## src/sws_pkg.sv

```systemverilog
package sws_pkg;

  localparam int unsigned STACK_DEPTH_DEF = 64;
  localparam int unsigned DATA_W          = 32;
  localparam int unsigned CAP_W           = 32;
  localparam int unsigned CFG_W           = 16;
  localparam int unsigned MODE_W          = 2;
  localparam int unsigned STATUS_W        = 2;

  localparam logic [CAP_W-1:0] RESET_CAPACITY = CAP_W'(3);

  typedef enum logic [MODE_W-1:0] {
    MODE_PUSH   = 2'd0,
    MODE_POP    = 2'd1,
    MODE_PEEK   = 2'd2,
    MODE_DELETE = 2'd3
  } mode_t;

  typedef enum logic [STATUS_W-1:0] {
    ST_OK        = 2'd0,
    ST_UNDERFLOW = 2'd1,
    ST_FULL      = 2'd2,
    ST_NOT_FOUND = 2'd3
  } status_t;

  typedef enum logic [1:0] {
    DSEL_ZERO,
    DSEL_NEG1,
    DSEL_RAM
  } data_sel_t;

  typedef enum logic [2:0] {
    S_IDLE,
    S_POP,
    S_PEEK,
    S_SEARCH,
    S_SHIFT
  } state_t;

  // Controller to datapath
  typedef struct packed {
    logic      latch;       // capture value, point at top, read top
    logic      push;        // write value at top, grow, maybe double capacity
    logic      ptr_dec;     // step search pointer down, read below
    logic      shift_start; // read entry above pointer
    logic      shift_step;  // write read data at pointer, advance pointer
    logic      dec_count;   // shrink by one
    logic      respond;     // load result registers and strobe
    status_t   st;
    data_sel_t dsel;
  } cmd_t;

  // Datapath to controller
  typedef struct packed {
    logic empty;
    logic full;
    logic match;
    logic ptr_zero;
    logic ptr_top;
    logic shift_last;
  } stat_t;

  function automatic logic [CAP_W-1:0] double_sat(input logic [CAP_W-1:0] c);
    logic [CAP_W-1:0] r;
    if (c[CAP_W-1]) begin
      r = '1;
    end else begin
      r = {c[CAP_W-2:0], 1'b0};
    end
    return r;
  endfunction

endpackage

```

## src/stack_with_delete_by_value_top.sv

```systemverilog
// Channel   Ports                                           Transaction when
// --------  ----------------------------------------------  ------------------------
// request   start, busy, mode, value                        start && !busy at clk
// result    done, data, status, size_now, is_empty,         done high (one cycle)
//           capacity_now
// config    cfg_we, cfg_wdata (initial_capacity)            cfg_we at clk
//
// Push, and any request that fails at once (full push, empty pop/peek/delete), is done in
// the idle state; pop and peek wait on the registered read of the entry RAM.
// Delete searches the entries from the top, then moves the entries above the match down
// one place; the single RAM read port sets that pace.
// The result appears on the cycle after the last edge of its request, for one cycle.
// rst (synchronous, active high) empties the stack and sets the capacity count to 3;
// the receiver cannot stall, so done is never held.
module stack_with_delete_by_value_top #(
  parameter int unsigned STACK_DEPTH = sws_pkg::STACK_DEPTH_DEF,
  localparam int unsigned CNT_W = $clog2(STACK_DEPTH + 1)
) (
  input  logic                              clk,
  input  logic                              rst,
  input  logic                              start,
  output logic                              busy,
  input  logic [sws_pkg::MODE_W-1:0]        mode,
  input  logic signed [sws_pkg::DATA_W-1:0] value,
  input  logic                              cfg_we,
  input  logic [sws_pkg::CFG_W-1:0]         cfg_wdata,
  output logic                              done,
  output logic signed [sws_pkg::DATA_W-1:0] data,
  output logic [sws_pkg::STATUS_W-1:0]      status,
  output logic [CNT_W-1:0]                  size_now,
  output logic                              is_empty,
  output logic [sws_pkg::CAP_W-1:0]         capacity_now
);
  import sws_pkg::*;

  cmd_t  cmd;
  stat_t stat;

  // Sequence each transaction: decode the mode, walk the search, drive the shifts
  sws_ctrl u_ctrl (
    .clk   (clk),
    .rst   (rst),
    .start (start),
    .mode  (mode),
    .stat  (stat),
    .busy  (busy),
    .cmd   (cmd)
  );

  // Hold the entries, the fill count and the capacity count; register the result
  sws_datapath #(
    .STACK_DEPTH (STACK_DEPTH)
  ) u_dp (
    .clk          (clk),
    .rst          (rst),
    .cmd          (cmd),
    .stat         (stat),
    .value        (value),
    .cfg_we       (cfg_we),
    .cfg_wdata    (cfg_wdata),
    .done         (done),
    .data         (data),
    .status       (status),
    .size_now     (size_now),
    .is_empty     (is_empty),
    .capacity_now (capacity_now)
  );

endmodule

```

## src/sws_ram.sv

```systemverilog
module sws_ram #(
  parameter int unsigned WIDTH = 32,
  parameter int unsigned DEPTH = 64,
  localparam int unsigned ADDR_W = (DEPTH > 1) ? $clog2(DEPTH) : 1
) (
  input  logic              clk,
  input  logic              we,
  input  logic [ADDR_W-1:0] wr_addr,
  input  logic [WIDTH-1:0]  wr_data,
  input  logic [ADDR_W-1:0] rd_addr,
  output logic [WIDTH-1:0]  rd_data
);

  logic [WIDTH-1:0] mem [DEPTH];

  always_ff @(posedge clk) begin
    if (we) begin
      mem[wr_addr] <= wr_data;
    end
    rd_data <= mem[rd_addr];
  end

endmodule

```

## src/sws_datapath.sv

```systemverilog
module sws_datapath #(
  parameter int unsigned STACK_DEPTH = sws_pkg::STACK_DEPTH_DEF,
  localparam int unsigned ADDR_W = $clog2(STACK_DEPTH),
  localparam int unsigned CNT_W  = $clog2(STACK_DEPTH + 1)
) (
  input  logic                           clk,
  input  logic                           rst,
  input  sws_pkg::cmd_t                  cmd,
  output sws_pkg::stat_t                 stat,
  input  logic signed [sws_pkg::DATA_W-1:0] value,
  input  logic                           cfg_we,
  input  logic [sws_pkg::CFG_W-1:0]      cfg_wdata,
  output logic                           done,
  output logic signed [sws_pkg::DATA_W-1:0] data,
  output logic [sws_pkg::STATUS_W-1:0]   status,
  output logic [CNT_W-1:0]               size_now,
  output logic                           is_empty,
  output logic [sws_pkg::CAP_W-1:0]      capacity_now
);
  import sws_pkg::*;

  logic [CNT_W-1:0]  count, count_next;
  logic [CAP_W-1:0]  cap, cap_next;
  logic [ADDR_W-1:0] ptr, ptr_next;
  logic [DATA_W-1:0] value_reg;
  logic [ADDR_W-1:0] top_addr;
  logic [ADDR_W-1:0] rd_addr, wr_addr;
  logic [DATA_W-1:0] rd_data, wr_data;
  logic              we;
  logic [DATA_W-1:0] data_sel;

  assign top_addr = ADDR_W'(count - CNT_W'(1));

  sws_ram #(
    .WIDTH (DATA_W),
    .DEPTH (STACK_DEPTH)
  ) u_ram (
    .clk     (clk),
    .we      (we),
    .wr_addr (wr_addr),
    .wr_data (wr_data),
    .rd_addr (rd_addr),
    .rd_data (rd_data)
  );

  // Write port: push at the top, or move an entry down one place
  always_comb begin
    we      = cmd.push | cmd.shift_step;
    wr_addr = ptr;
    wr_data = rd_data;
    if (cmd.push) begin
      wr_addr = ADDR_W'(count);
      wr_data = value;
    end
  end

  // Read port and search pointer
  always_comb begin
    rd_addr  = ptr;
    ptr_next = ptr;
    if (cmd.latch) begin
      rd_addr  = top_addr;
      ptr_next = top_addr;
    end else if (cmd.ptr_dec) begin
      rd_addr  = ptr - ADDR_W'(1);
      ptr_next = ptr - ADDR_W'(1);
    end else if (cmd.shift_start) begin
      rd_addr  = ptr + ADDR_W'(1);
    end else if (cmd.shift_step) begin
      rd_addr  = ptr + ADDR_W'(1) + ADDR_W'(1);
      ptr_next = ptr + ADDR_W'(1);
    end
  end

  always_comb begin
    count_next = count;
    cap_next   = cap;
    if (cmd.push) begin
      count_next = count + CNT_W'(1);
      if (CAP_W'(count) >= cap) begin
        cap_next = double_sat(cap);
      end
    end
    if (cmd.dec_count) begin
      count_next = count - CNT_W'(1);
    end
    if (cfg_we) begin
      cap_next = CAP_W'(cfg_wdata);
    end
  end

  always_comb begin
    case (cmd.dsel)
      DSEL_RAM:  data_sel = rd_data;
      DSEL_NEG1: data_sel = '1;
      default:   data_sel = '0;
    endcase
  end

  always_comb begin
    stat.empty      = (count == '0);
    stat.full       = (count == CNT_W'(STACK_DEPTH));
    stat.match      = (rd_data == value_reg);
    stat.ptr_zero   = (ptr == '0);
    stat.ptr_top    = (CNT_W'(ptr) == count - CNT_W'(1));
    stat.shift_last = (CNT_W'(ptr) + CNT_W'(1) == count - CNT_W'(1));
  end

  always_ff @(posedge clk) begin
    if (rst) begin
      count <= '0;
      cap   <= RESET_CAPACITY;
      done  <= 1'b0;
    end else begin
      count <= count_next;
      cap   <= cap_next;
      done  <= cmd.respond;
    end
  end

  always_ff @(posedge clk) begin
    ptr <= ptr_next;
    if (cmd.latch) begin
      value_reg <= value;
    end
    if (cmd.respond) begin
      data         <= data_sel;
      status       <= cmd.st;
      size_now     <= count_next;
      is_empty     <= (count_next == '0);
      capacity_now <= cap_next;
    end
  end

endmodule

```

## src/sws_ctrl.sv

```systemverilog
module sws_ctrl (
  input  logic                         clk,
  input  logic                         rst,
  input  logic                         start,
  input  logic [sws_pkg::MODE_W-1:0]   mode,
  input  sws_pkg::stat_t               stat,
  output logic                         busy,
  output sws_pkg::cmd_t                cmd
);
  import sws_pkg::*;

  state_t state, state_next;

  always_ff @(posedge clk) begin
    if (rst) begin
      state <= S_IDLE;
    end else begin
      state <= state_next;
    end
  end

  always_comb begin
    state_next = state;
    cmd        = '0;
    cmd.st     = ST_OK;
    cmd.dsel   = DSEL_ZERO;
    busy       = (state != S_IDLE);
    unique case (state)
      S_IDLE: begin
        if (start) begin
          cmd.latch = 1'b1;
          unique case (mode_t'(mode))
            MODE_PUSH: begin
              cmd.respond = 1'b1;
              if (stat.full) begin
                cmd.st = ST_FULL;
              end else begin
                cmd.push = 1'b1;
              end
            end
            MODE_POP, MODE_PEEK: begin
              if (stat.empty) begin
                cmd.respond = 1'b1;
                cmd.st      = ST_UNDERFLOW;
                cmd.dsel    = DSEL_NEG1;
              end else begin
                state_next = (mode_t'(mode) == MODE_POP) ? S_POP : S_PEEK;
              end
            end
            MODE_DELETE: begin
              if (stat.empty) begin
                cmd.respond = 1'b1;
                cmd.st      = ST_NOT_FOUND;
              end else begin
                state_next = S_SEARCH;
              end
            end
            default: ;
          endcase
        end
      end
      S_POP: begin
        cmd.dec_count = 1'b1;
        cmd.respond   = 1'b1;
        cmd.dsel      = DSEL_RAM;
        state_next    = S_IDLE;
      end
      S_PEEK: begin
        cmd.respond = 1'b1;
        cmd.dsel    = DSEL_RAM;
        state_next  = S_IDLE;
      end
      S_SEARCH: begin
        if (stat.match) begin
          if (stat.ptr_top) begin
            cmd.dec_count = 1'b1;
            cmd.respond   = 1'b1;
            state_next    = S_IDLE;
          end else begin
            cmd.shift_start = 1'b1;
            state_next      = S_SHIFT;
          end
        end else if (stat.ptr_zero) begin
          cmd.respond = 1'b1;
          cmd.st      = ST_NOT_FOUND;
          state_next  = S_IDLE;
        end else begin
          cmd.ptr_dec = 1'b1;
        end
      end
      S_SHIFT: begin
        cmd.shift_step = 1'b1;
        if (stat.shift_last) begin
          cmd.dec_count = 1'b1;
          cmd.respond   = 1'b1;
          state_next    = S_IDLE;
        end
      end
      default: begin
        state_next = S_IDLE;
      end
    endcase
  end

endmodule

```

## config.mk

```make
export PLATFORM = sky130hd
export DESIGN_NAME = stack_with_delete_by_value_top
export DESIGN_NICKNAME = d
export VERILOG_FILES = /design/src/sws_pkg.sv /design/src/stack_with_delete_by_value_top.sv /design/src/sws_ram.sv /design/src/sws_datapath.sv /design/src/sws_ctrl.sv
export SDC_FILE = /design/constraint.sdc
export NUM_CORES = 2
export LEC_CHECK = 0
export BUFFER_PORTS_ARGS = -buffer_cell sky130_fd_sc_hd__clkbuf_2
export CAP_MARGIN = 20
export CORE_MARGIN = 3
export CORE_UTILIZATION = 30
export DETAILED_ROUTE_END_ITERATION = 10
export GPL_TIMING_DRIVEN = 0
export SLEW_MARGIN = 20
export SYNTH_ARGS = -nofsm -noshare
export SYNTH_HDL_FRONTEND = slang
export SYNTH_SLANG_ARGS = --single-unit
export TNS_END_PERCENT = 1
```

## constraint.sdc

```tcl
create_clock -name clk -period 10.1 [get_ports clk]
set_clock_uncertainty 0.1 [all_clocks]
set_input_delay 0 -clock clk [delete_from_list [all_inputs] [get_ports clk]]
set_output_delay 0 -clock clk [all_outputs]
set_load 0.01 [all_outputs]
```

# Word-level counts from Yosys, hierarchy flattened
# Memories as Yosys holds them, arrays and structs flattened. A register that Yosys moved wholly into a read port is not among the register bits.
# Index checks and enable logic that the tools add are counted.
# word_totals
elab_cells	106
memories	1
reg_bits	155
ramBits	2048
inputBits	54
output_inout_bits	76
# op_classes
order_cmp	1
addsub	6
bitwise	1
n_eq_ne	20
reduce_logical	11
mux	55
# memory_table
memory	words	width	read_ports	rd_clocked_by_memory_dff	wr	line_no	text
u_dp.u_ram.mem	64	32	1	1	1	sws_ram.sv:14	logic [WIDTH-1:0] mem [DEPTH];
# ops
cell	n
two-way mux 32 bit	5
one-hot mux 32 bit (2 select lines)	1
two-way mux 6 bit	9
== test 32 bit	1
>= comparator 7 x 32 -> 1 bit	1
two-way mux 3 bit	9
two-way mux 2 bit	9
one-hot mux 3 bit (3 select lines)	2
logical NOT 7 bit	2
two-way mux 7 bit	2
adder 6 x 1 -> 6 bit (second input constant)	2
inequality test 3 bit (second input constant)	4
two-way mux 1 bit	11
two-way mux 5 bit	2
one-hot mux 2 bit (2 select lines)	2
adder 6 x 1 -> 7 bit (second input constant)	1
adder 7 x 1 -> 7 bit (second input constant)	1
== test 6 x 7 -> 1 bit	1
== test 7 bit	1
== test 7 bit (second input constant)	1
subtractor 7 x 1 -> 7 bit (second input constant)	1
== test 2 bit (second input constant)	3
== test 3 x 2 -> 1 bit (second input constant)	2
logical NOT 6 bit	1
other kinds (16)	20

# Longest topological paths before layout
# depth
depth_word	8
depth_mapped	18
ltp_nobuf	14

# Modules after synthesis
# From an unflattened synthesis, not the netlist that was laid out.
# unflattened
hier_cells	4013
area_unflattened_um2	86346.6
# by_module_without_submodules
module	n_inst	cells_per_inst	seq_area_each_um2	area_each_um2
sws_ram	1	3324	62139.6	78515.3
sws_datapath	1	640	4164.0	7469.7
sws_ctrl	1	49	60.1	361.6

# Worst setup path before layout
# OpenSTA, ideal clock, no wires.
# synth_timing
path_kind	register to register
from	register u_dp.count[0]
to	register u_dp.capacity_now[0] (netlist bit), enable pin
synth_period_minus_slack_ns	11.014
setup_time_ns	0.762
stages_incl_launch_ff	9
t_arrival_ns	10.152
n_path_buf	1
path_slack_ns	-0.914
required_time_ns	9.238
path_cell_list	dfxtp_1 > buf_2 > inv_1 > ha_1 > xor2_2 > xnor2_1 > and4_4 > nand4_1 > o311ai_0
# synth_rtl
element	line_no	text
from (decl)	sws_datapath.sv:22	logic [CNT_W-1:0] count, count_next;
from (signal assigned)	sws_datapath.sv:115	count <= count_next;
to (signal assigned)	sws_datapath.sv:131	capacity_now <= cap_next;
to (decl)	sws_datapath.sv:18	output logic [sws_pkg::CAP_W-1:0] capacity_now

# Worst setup path after layout
# layout_timing
from	register u_dp.count[1]
to	register u_dp.u_ram.rd_data[25], read port of u_dp.u_ram.mem
# layout_via
elab_chain_len	8
# layout_lines
element	line_no	text
subtractor 7 x 1 -> 7 bit (*)	sws_datapath.sv:105	stat.ptr_top = (CNT_W'(ptr) == count - CNT_W'(1));
== test 6 x 7 -> 1 bit	sws_datapath.sv:105	
two-way mux 1 bit	sws_ctrl.sv:75	if (stat.ptr_top) begin
two-way mux 1 bit	sws_ctrl.sv:74	if (stat.match) begin
two-way mux 2 bit	sws_ctrl.sv:28	unique case (state)
two-way mux 6 bit	sws_datapath.sv:67	end else if (cmd.shift_start) begin
two-way mux 6 bit	sws_datapath.sv:64	end else if (cmd.ptr_dec) begin
two-way mux 6 bit (*)	sws_datapath.sv:61	if (cmd.latch) begin
to (decl)	sws_ram.sv:11	output logic [WIDTH-1:0] rd_data
# Mark *: on every way between the ends. The rest lies on a longest branch, timed or not.
# A chain may end at the register's enable or synchronous reset.

==> impl_metrics.yaml <==
hold_path:
  hold_class: "in -> reg"
synthesis:
  synth_area_sq_um: 86400
  synth_edf_count: 2160
  ys_warn_count: 0
  synth.yosys.seq_area_share_pct: 76.8
  synthDistinctLibCells: 63
  syn_nets: 4978
  synth_seq_cells: 2235
  synth-main-ff-cell: "edfxtp_1"
  avgSynthCellArea_sq_um: 17.6
  synth_cells: 4901
  async_flop_share_pct: 0
placement:
  port_buffers: 128
  place_inst: 8949
  dp_hpwl_um: 184000
  gp_congestion: 0.970
worst_setup_path:
  worst-path-max-fanout: 10
  worst_ep_arrival_time_ns: 7.53
  worstPathRequired_ns: 10.66
  cp-end-kind: "register"
  critPathLaunchType: "register"
  criticalPathCategory: "reg -> reg"
clocking:
  cts_resized: 0
  clock_tree.root_cell: "clkbuf_16"
  clkTransAtPathRegs_ns: 0.06
  clk_latency_ns: 0.87
  cts_buffer_depth: 3
  cts_num_sinks: 2235
  cts.htree.levels: 4
  numCtsBuffers: 219
  cts_tree: "done"
grt:
  grt_max_degree: 65
  grt_pass1_vias: 47500
  groute.usage.overall_pct: 17.5
  grt_pass1_wl_um: 367000
  antenna_found_initial: 24
  grt_remaining_overflow: 0
floorplan:
  core_region_area_sq_um: 286000
  fp-row-count: 196
  die_w_um: 543
  boundaryPins: 130
  die_height_um: 543
  start_util_pct: 30.2
  die_area_sq_um: 295000
final_layout:
  fin_nets: 5604
  top_register: "u_dp.u_ram.mem"
  largest_reg_flops: 2048
  area_growth_pct: 20.4
  final_cell_count_no_fill: 9489
  drive_above_1_share_pct: 17.4
sta:
  setup_viol: 0
  tightest_slew_ns: 1.32
  hold_viol: 0
  fin_crit_ns: 6.97
  max_clock_freq_ghz: 0.143
  slew_viol_final: 0
  rsz0062_at_grt: "false"
  slew-limit-headroom_pct: 10.8
  fin_crit_sh_pct: 69.0
detailed_routing:
  via_count: 49100
  wl_um: 266000
  detail_route.wl_per_cell_um: 28.0
  ant_nets: 0
  drt_pre_antenna_iters: 5
  vias_per_cell: 5.18
  drt_iter0_markers: 6034
  drc: 0
power_and_ir_drop:
  power.density_nw_per_um2: 248
  leakagePower_nw: 34.0
  total_power_w: 0.0258
  ir_worst_vdd_v: 0.000177
flow_run:
  drv_cap: 0
outcome:
  status: "finished clean"
-- routing by layer --
metal,track usage (%),wire (um),share of wire [%]
met1,23.1,107000,40
met2,27.3,120000,45
met3,4.37,26200,9.9
met4,7.79,12800,4.8
met5,0,13,0.0049
-- kinds of logic (layout without fill, tap and decap cells) --
kind of cell             count (synthesis)  in the layout  share of synthesized area (%)
flip-flops                            2235           2235                           76.8
multiplexers                          1040           1040                           12.1
AO/OA/AOI/OAI                          746            746                           5.76
AND/OR/NAND/NOR                        481            481                           2.65
buffers and inverters                  309           1125                           1.68
XOR/XNOR                                67             67                          0.737
adder cells (fa/ha/maj)                 23             23                          0.333
other                                    0             10                              0
-- report_power, final --
group	internal (W)	switching, W
registers	0.0115	0.000214
logic	0.00169	0.00460
clock network	0.00442	0.00340
-- layout make-up --
| type | instances | area [sq um] |
|---|---|---|
| diodes | 10 | 25.0 |
| fillers | 26400 | 182000 |
| inverters | 22 | 82.6 |
| clock buffers | 279 | 5860 |
| well taps | 3762 | 4710 |
| clock inverters | 132 | 1000 |
| multi-input cells | 2357 | 20000 |
| repair buffers | 405 | 4680 |
| flip-flops and latches | 2235 | 66400 |
| plain buffers | 287 | 1380 |
-- cells in the mapped netlist (all sizes together) (31+ instances only) --
master,instances,share of area [%]
a21oi,55,0.32
and2,36,0.26
buf,200,1.2
clkbuf,87,0.38
dfxtp,75,1.7
edfxtp,2160,75
mux2i,1026,12
nand2,155,0.67
nor2,138,0.60
nor4,42,0.30
o2111ai,31,0.31
o22ai,506,3.7
o41ai,96,0.98
xnor2,47,0.48
-- timing repair --
action | CTS | global route
hold buffers | 118 | 0
buffers inserted | 0 | 0
hold endpoints to repair | 818 | 0
-- per-stage QoR --
| step | utilization (%) | worst slack (ns) | TNS [ns] | area (sq um) | hold WS [ns] |
|---|---|---|---|---|---|
| final | 36.4 | 3.13 | 0 | 104000 | 0.0513 |
| after global placement | 32.1 | -0.0932 | -6.36 | 91800 | 0.151 |
| after detailed placement | 33.6 | 3.20 | 0 | 96000 | 0.146 |
| after global routing | 36.4 | 3.05 | 0 | 104000 | -0.000443 |
| after CTS | 36.4 | 3.15 | 0 | 104000 | 0.00250 |
| after floorplan | - | 2.20 | 0 | 86400 | -0.00113 |
-- critical path: stages (launching register included) --
cell and delay [ns]:
dfxtp_1 0.55, inv_1 0.19, ha_1 0.30, xor2_2 0.44, xnor2_1 0.12, and4_4 0.21, and4_4 0.22, nor3_4 0.43
mux2_4 0.36, a221o_4 0.42, nand3_2 0.59, buf_2 0.68, clkbuf_1 0.74, o22ai_1 0.13, nor4_1 0.98, o2111ai_1 0.25
-- placed cells by master (no fill, tap or decap), types with 20 or more instances in the layout --
cell and n:
clkbuf_1 137, clkinv_1 60, nand2_1 123, dlygate4sd3_1 118
buf_12 59, clkinv_2 37, o41ai_2 64, edfxtp_1 2160
o2111ai_1 31, clkbuf_2 128, nand3_1 24, ha_1 23
mux2i_1 1026, nand2_4 28, clkbuf_16 224, xnor2_1 47
a21oi_1 55, buf_4 54, o22ai_1 506, and2_1 36
nor2_1 74, dfxtp_1 75, nor2_4 64, nor4_1 20
buf_16 46, inv_1 21, o41ai_1 30, buf_2 177
nor2b_1 26, nor4_2 22
-- final timing paths --
check | slack, ns | to | cells past startpoint | startpoint
max | 3.13 | u_dp.u_ram.rd_data[25] | 15 | u_dp.count[1]
min | 0.05 | u_dp.value_reg[15] | 2 | value[15]
max reg2reg | 3.13 | u_dp.u_ram.rd_data[25] | 15 | u_dp.count[1]
min reg2reg | 0.38 | u_dp.cap[25] | 1 | u_dp.cap[25]
(Power assumes the default switching activity.)
